**src/sv/sfd_pkg.sv**
```systemverilog
// ----------------------------------------------------------------------------
// sfd_pkg
// Shared types and constants of the stereo feedback delay line: item
// structures, configuration register set and register indexes.
// ----------------------------------------------------------------------------
package sfd_pkg;

  // Store geometry and sample format
  localparam int unsigned DEPTH     = 4096;
  localparam int unsigned ADDR_W    = $clog2(DEPTH);
  localparam int unsigned SAMPLE_W  = 16;
  localparam int unsigned CFG_W     = 16;
  localparam int unsigned CFG_IDX_W = 3;
  localparam int unsigned DELAY_W   = 32;

  // Configuration register indexes
  typedef enum logic [CFG_IDX_W-1:0] {
    CFG_FEEDBACK_GAIN = 3'd0,
    CFG_TARGET_DELAY  = 3'd1,
    CFG_INPUT_GAIN    = 3'd2,
    CFG_OUTPUT_GAIN   = 3'd3,
    CFG_SMOOTHING     = 3'd4
  } cfg_idx_e;

  // Register reset values
  localparam logic [CFG_W-1:0] FEEDBACK_GAIN_RST = 16'd0;
  localparam logic [CFG_W-1:0] TARGET_DELAY_RST  = 16'd32768;
  localparam logic [CFG_W-1:0] INPUT_GAIN_RST    = 16'd16384;
  localparam logic [CFG_W-1:0] OUTPUT_GAIN_RST   = 16'd16384;
  localparam logic [CFG_W-1:0] SMOOTHING_RST     = 16'd655;

  typedef struct packed {
    logic [CFG_W-1:0] feedback_gain;
    logic [CFG_W-1:0] target_delay;
    logic [CFG_W-1:0] input_gain;
    logic [CFG_W-1:0] output_gain;
    logic [CFG_W-1:0] smoothing;
  } cfg_t;

  // Input item: stereo sample plus modulation offsets
  typedef struct packed {
    logic signed [SAMPLE_W-1:0] left_in;
    logic signed [SAMPLE_W-1:0] right_in;
    logic signed [15:0]         gain_mod;
    logic signed [15:0]         time_mod;
  } in_item_t;

  // Result item: delayed stereo sample
  typedef struct packed {
    logic signed [SAMPLE_W-1:0] left_out;
    logic signed [SAMPLE_W-1:0] right_out;
  } out_item_t;

  // Sequencer phases of one item
  typedef enum logic [2:0] {
    ST_IDLE,
    ST_MUL,
    ST_ACC,
    ST_RD,
    ST_OUT
  } seq_state_e;

endpackage

```
**src/sv/sfd_cfg.sv**
```systemverilog
// ----------------------------------------------------------------------------
// sfd_cfg
// Configuration register file; writes to unknown indexes are dropped.
// ----------------------------------------------------------------------------
module sfd_cfg
  import sfd_pkg::*;
(
  input  logic                 clk_i,
  input  logic                 rst_ni,
  input  logic                 cfg_we_i,
  input  logic [CFG_IDX_W-1:0] cfg_idx_i,
  input  logic [CFG_W-1:0]     cfg_wdata_i,
  output cfg_t                 cfg_o
);

  cfg_t cfg_q, cfg_d;

  // Decode the write
  always_comb begin
    cfg_d = cfg_q;
    if (cfg_we_i) begin
      case (cfg_idx_e'(cfg_idx_i))
        CFG_FEEDBACK_GAIN: cfg_d.feedback_gain = cfg_wdata_i;
        CFG_TARGET_DELAY:  cfg_d.target_delay  = cfg_wdata_i;
        CFG_INPUT_GAIN:    cfg_d.input_gain    = cfg_wdata_i;
        CFG_OUTPUT_GAIN:   cfg_d.output_gain   = cfg_wdata_i;
        CFG_SMOOTHING:     cfg_d.smoothing     = cfg_wdata_i;
        default: ;
      endcase
    end
  end

  always_ff @(posedge clk_i or negedge rst_ni) begin
    if (!rst_ni) begin
      cfg_q.feedback_gain <= FEEDBACK_GAIN_RST;
      cfg_q.target_delay  <= TARGET_DELAY_RST;
      cfg_q.input_gain    <= INPUT_GAIN_RST;
      cfg_q.output_gain   <= OUTPUT_GAIN_RST;
      cfg_q.smoothing     <= SMOOTHING_RST;
    end else begin
      cfg_q <= cfg_d;
    end
  end

  assign cfg_o = cfg_q;

endmodule

```
**config.mk**
```make
export PLATFORM = sky130hd
export DESIGN_NAME = sfd_cfg
export DESIGN_NICKNAME = d
export VERILOG_FILES = /design/src/sv/sfd_pkg.sv /design/src/sv/sfd_cfg.sv
export SDC_FILE = /design/constraint.sdc
export NUM_CORES = 1
export LEC_CHECK = 0
export BUFFER_PORTS_ARGS = -buffer_cell sky130_fd_sc_hd__buf_2
export CAP_MARGIN = 20
export CORE_UTILIZATION = 29
export CTS_CLUSTER_DIAMETER = 60
export DETAILED_ROUTE_END_ITERATION = 16
export SYNTH_ARGS = -nofsm -noshare
export SYNTH_HDL_FRONTEND = slang
export SYNTH_SLANG_ARGS = --single-unit
```
**constraint.sdc**
```tcl
create_clock -name clk_i -period 0.94 [get_ports clk_i]
set_clock_uncertainty 0.1 [all_clocks]
set_input_delay 0.094 -clock clk_i [delete_from_list [all_inputs] [get_ports clk_i]]
set_output_delay 0.094 -clock clk_i [all_outputs]
set_load 0.01 [all_outputs]
```
==> key figures <==
Global route
  • GR Overflow Total: 0
  • Total GRT Usage: 14.9%
  • Largest net degree at the start of global routing: 45
  • Initial antenna violation count: 0
  • First-pass GRT wire length: 12400 µm
  • Vias in the first global route: 2259

Timing
  • Worst setup margin: -0.255 ns
  • Hold WS: 0.00636 ns
  • Final Max Tran Viols: 0
  • Slew HR: 73.7%
  • Hold Violations, Final: 0
  • Final min period: 1.20 ns
  • Highest clock rate: 837 MHz
  • Period utilization: 127%
  • Final Setup Violations: 134
  • Unrepaired setup endpoints after global routing: yes
  • Worst slew pin tran: 0.393 ns
  • Setup TNS: -13.98 ns

Die
  • Core Box Area: 0.0103 mm²
  • Cell Rows: 37
  • I/O pin count: 102
  • Die H: 105 µm
  • Die footprint: 0.0110 mm²
  • Initial Utilization: 29.8%
  • Die X: 105 µm

Setup path
  • Slowest stage cell, crit path: dfstp_2
  • WP buf/inv: 1
  • Critical path's top delay family: flip-flops
  • Critical Path Source: cfg_o[2]
  • Crit path launch type: flop
  • CP max stage delay: 0.56 ns
  • CP endpoint kind: output port
  • WP data arrival: 1.00 ns
  • Max FO, Critical Path: 2
  • Data required time of the critical path: 0.75 ns
  • FF-to-FF Start: cfg_o[0]
  • Worst-path cell chain: buf_6
  • Critical path class: flop to output port

Synth
  • Prevailing post-synth register cell: dfrtp_1
  • Synthesized area: 0.00306 mm²
  • Synth area leaders: dfrtp_1, mux2_2, dfstp_2
  • Post-synth EDFFs: 0
  • Avg Inst Size Synth: 17.7 µm²
  • Most frequent cells after synthesis: mux2_2, dfrtp_1, dfstp_2
  • Synth cell types: 10
  • Share of flip-flops with an asynchronous set or reset: 100%
  • Yosys reg bits: 80
  • Biggest area consumer among synthesized cells: dfrtp_1
  • Gate count of the mapped netlist: 173
  • Ys Warns: 0
  • Yosys top cell area share: 58.0%
  • Mapped Nets: 195
  • Register area share after synthesis: 65.8%
  • Top-count cell post-synth: mux2_2

Hold path
  • Tightest Hold Check Type: input port to asynchronous set/reset pin

Layout
  • Ant diodes: 0
  • Area Overhead vs Synth: 65.1%
  • Max FFs per register: 80
  • Post-layout util: 49.2%
  • Final net count: 372
  • Finished Layout Cells: 491
  • Share of cells above drive strength 1: 74.9%
  • Finished Cell Area: 0.00505 mm²

Placed design
  • Pre-CTS setup slack: -0.440 ns
  • Placed cell count: 417
  • Post-DP HPWL: 5080 µm
  • Dpl cell area: 0.00408 mm²
  • Gpl congestion: 0.744
  • PortBufs: 101

Power and ir drop
  • Peak supply drop: 1170 µV
  • Overall power: 10.5 mW
  • Leak: 2.46 nW
  • P per Cell Area: 2090 mW/mm²

Drt
  • Drt total wl: 7900 µm
  • Vias per cell: 4.34
  • Detail Route Antenna Nets: 0
  • Initial DRC count: 37
  • DRC viols: 0
  • DR vias: 2131
  • Pre-antenna DRT Iters: 4
  • WL per Instance: 16.1 µm

Clocking
  • Clock sink count: 80
  • CTS Buffer Depth: 2
  • Inserted Clock Buffers: 9
  • H-tree depth: 3
  • Clock slew at reported path FFs: 0.09 ns
  • Clk_lat worst skew: 0.35 ns
  • CTS tree: built
  • Root Driver: clkbuf_8

Outcome
  • Failing checks: negative setup slack
  • Status: finished with violations

Job
  • MaxCap Viol Count: 0
==> where the power goes <==
part           internal, mW  total [mW]  switching (mW)
clock network         0.987        2.32            1.33
logic                  2.27        3.46            1.19
registers              4.26        4.76           0.493
total                  7.52        10.5            3.02
==> cell type report <==
class,instances,area (µm²)
fill,914,5220
sequential,80,2010
timing repair buffer,174,1440
multi-input combinational,85,1250
tap,136,170
clock buffer,9,124
clock inverter,7,56.3
==> timing repair <==
| item | CTS | global route |
|---|---|---|
| hold buffers | 17 | 1 |
| pin swaps | 0 | 2 |
| endpoints found under the hold margin | 160 | 1 |
| setup endpoints to repair | 129 | 128 |
| gates cloned | 1 | 1 |
| setup buffers | 30 | 9 |
| resized for setup | 36 | 39 |
==> worst paths after layout <==
| check | cells past startpoint | endpoint | slack (ns) |
|---|---|---|---|
| min in group clk_i | 4 | cfg_o[64] | 0.15 |
| max in group asynchronous | 3 | cfg_o[48] | 0.03 |
| min | 2 | cfg_o[65] | 0.006 |
| max | 1 | cfg_o[2] | -0.26 |
| min reg2reg | 1 | cfg_o[21] | 0.41 |
| max reg2reg | 3 | cfg_o[0] | -0.08 |
==> placed cells by master, fill, tap and decap left out <==
master and n:
and4bb_4 2, buf_12 9, buf_2 80, buf_4 22
buf_6 42, buf_8 3, clkbuf_8 9, clkinv_2 1
clkinv_4 3, clkinvlp_4 1, dfrtp_1 71, dfstp_2 9
dlygate4sd3_1 18, inv_6 2, mux2_2 16, mux2_4 64
nand4b_4 1, nor4b_4 1, nor4bb_4 1
==> layer usage <==
layer / wire, µm / GRT usage [%]
met1: 3740 / 20.5
met4: 54 / 3.92
met3: 414 / 4.05
met5: 0 / 0
met2: 3700 / 23.1
==> logic make-up (layout without fill, tap and decap cells) <==
family	after synthesis	after routing	synth area share, %
buffers and inverters	8	190	2.41
flip-flops	80	80	65.8
multiplexers	80	80	29.4
AND/OR/NAND/NOR	5	5	2.41
Power figures use the tool's default switching activity.
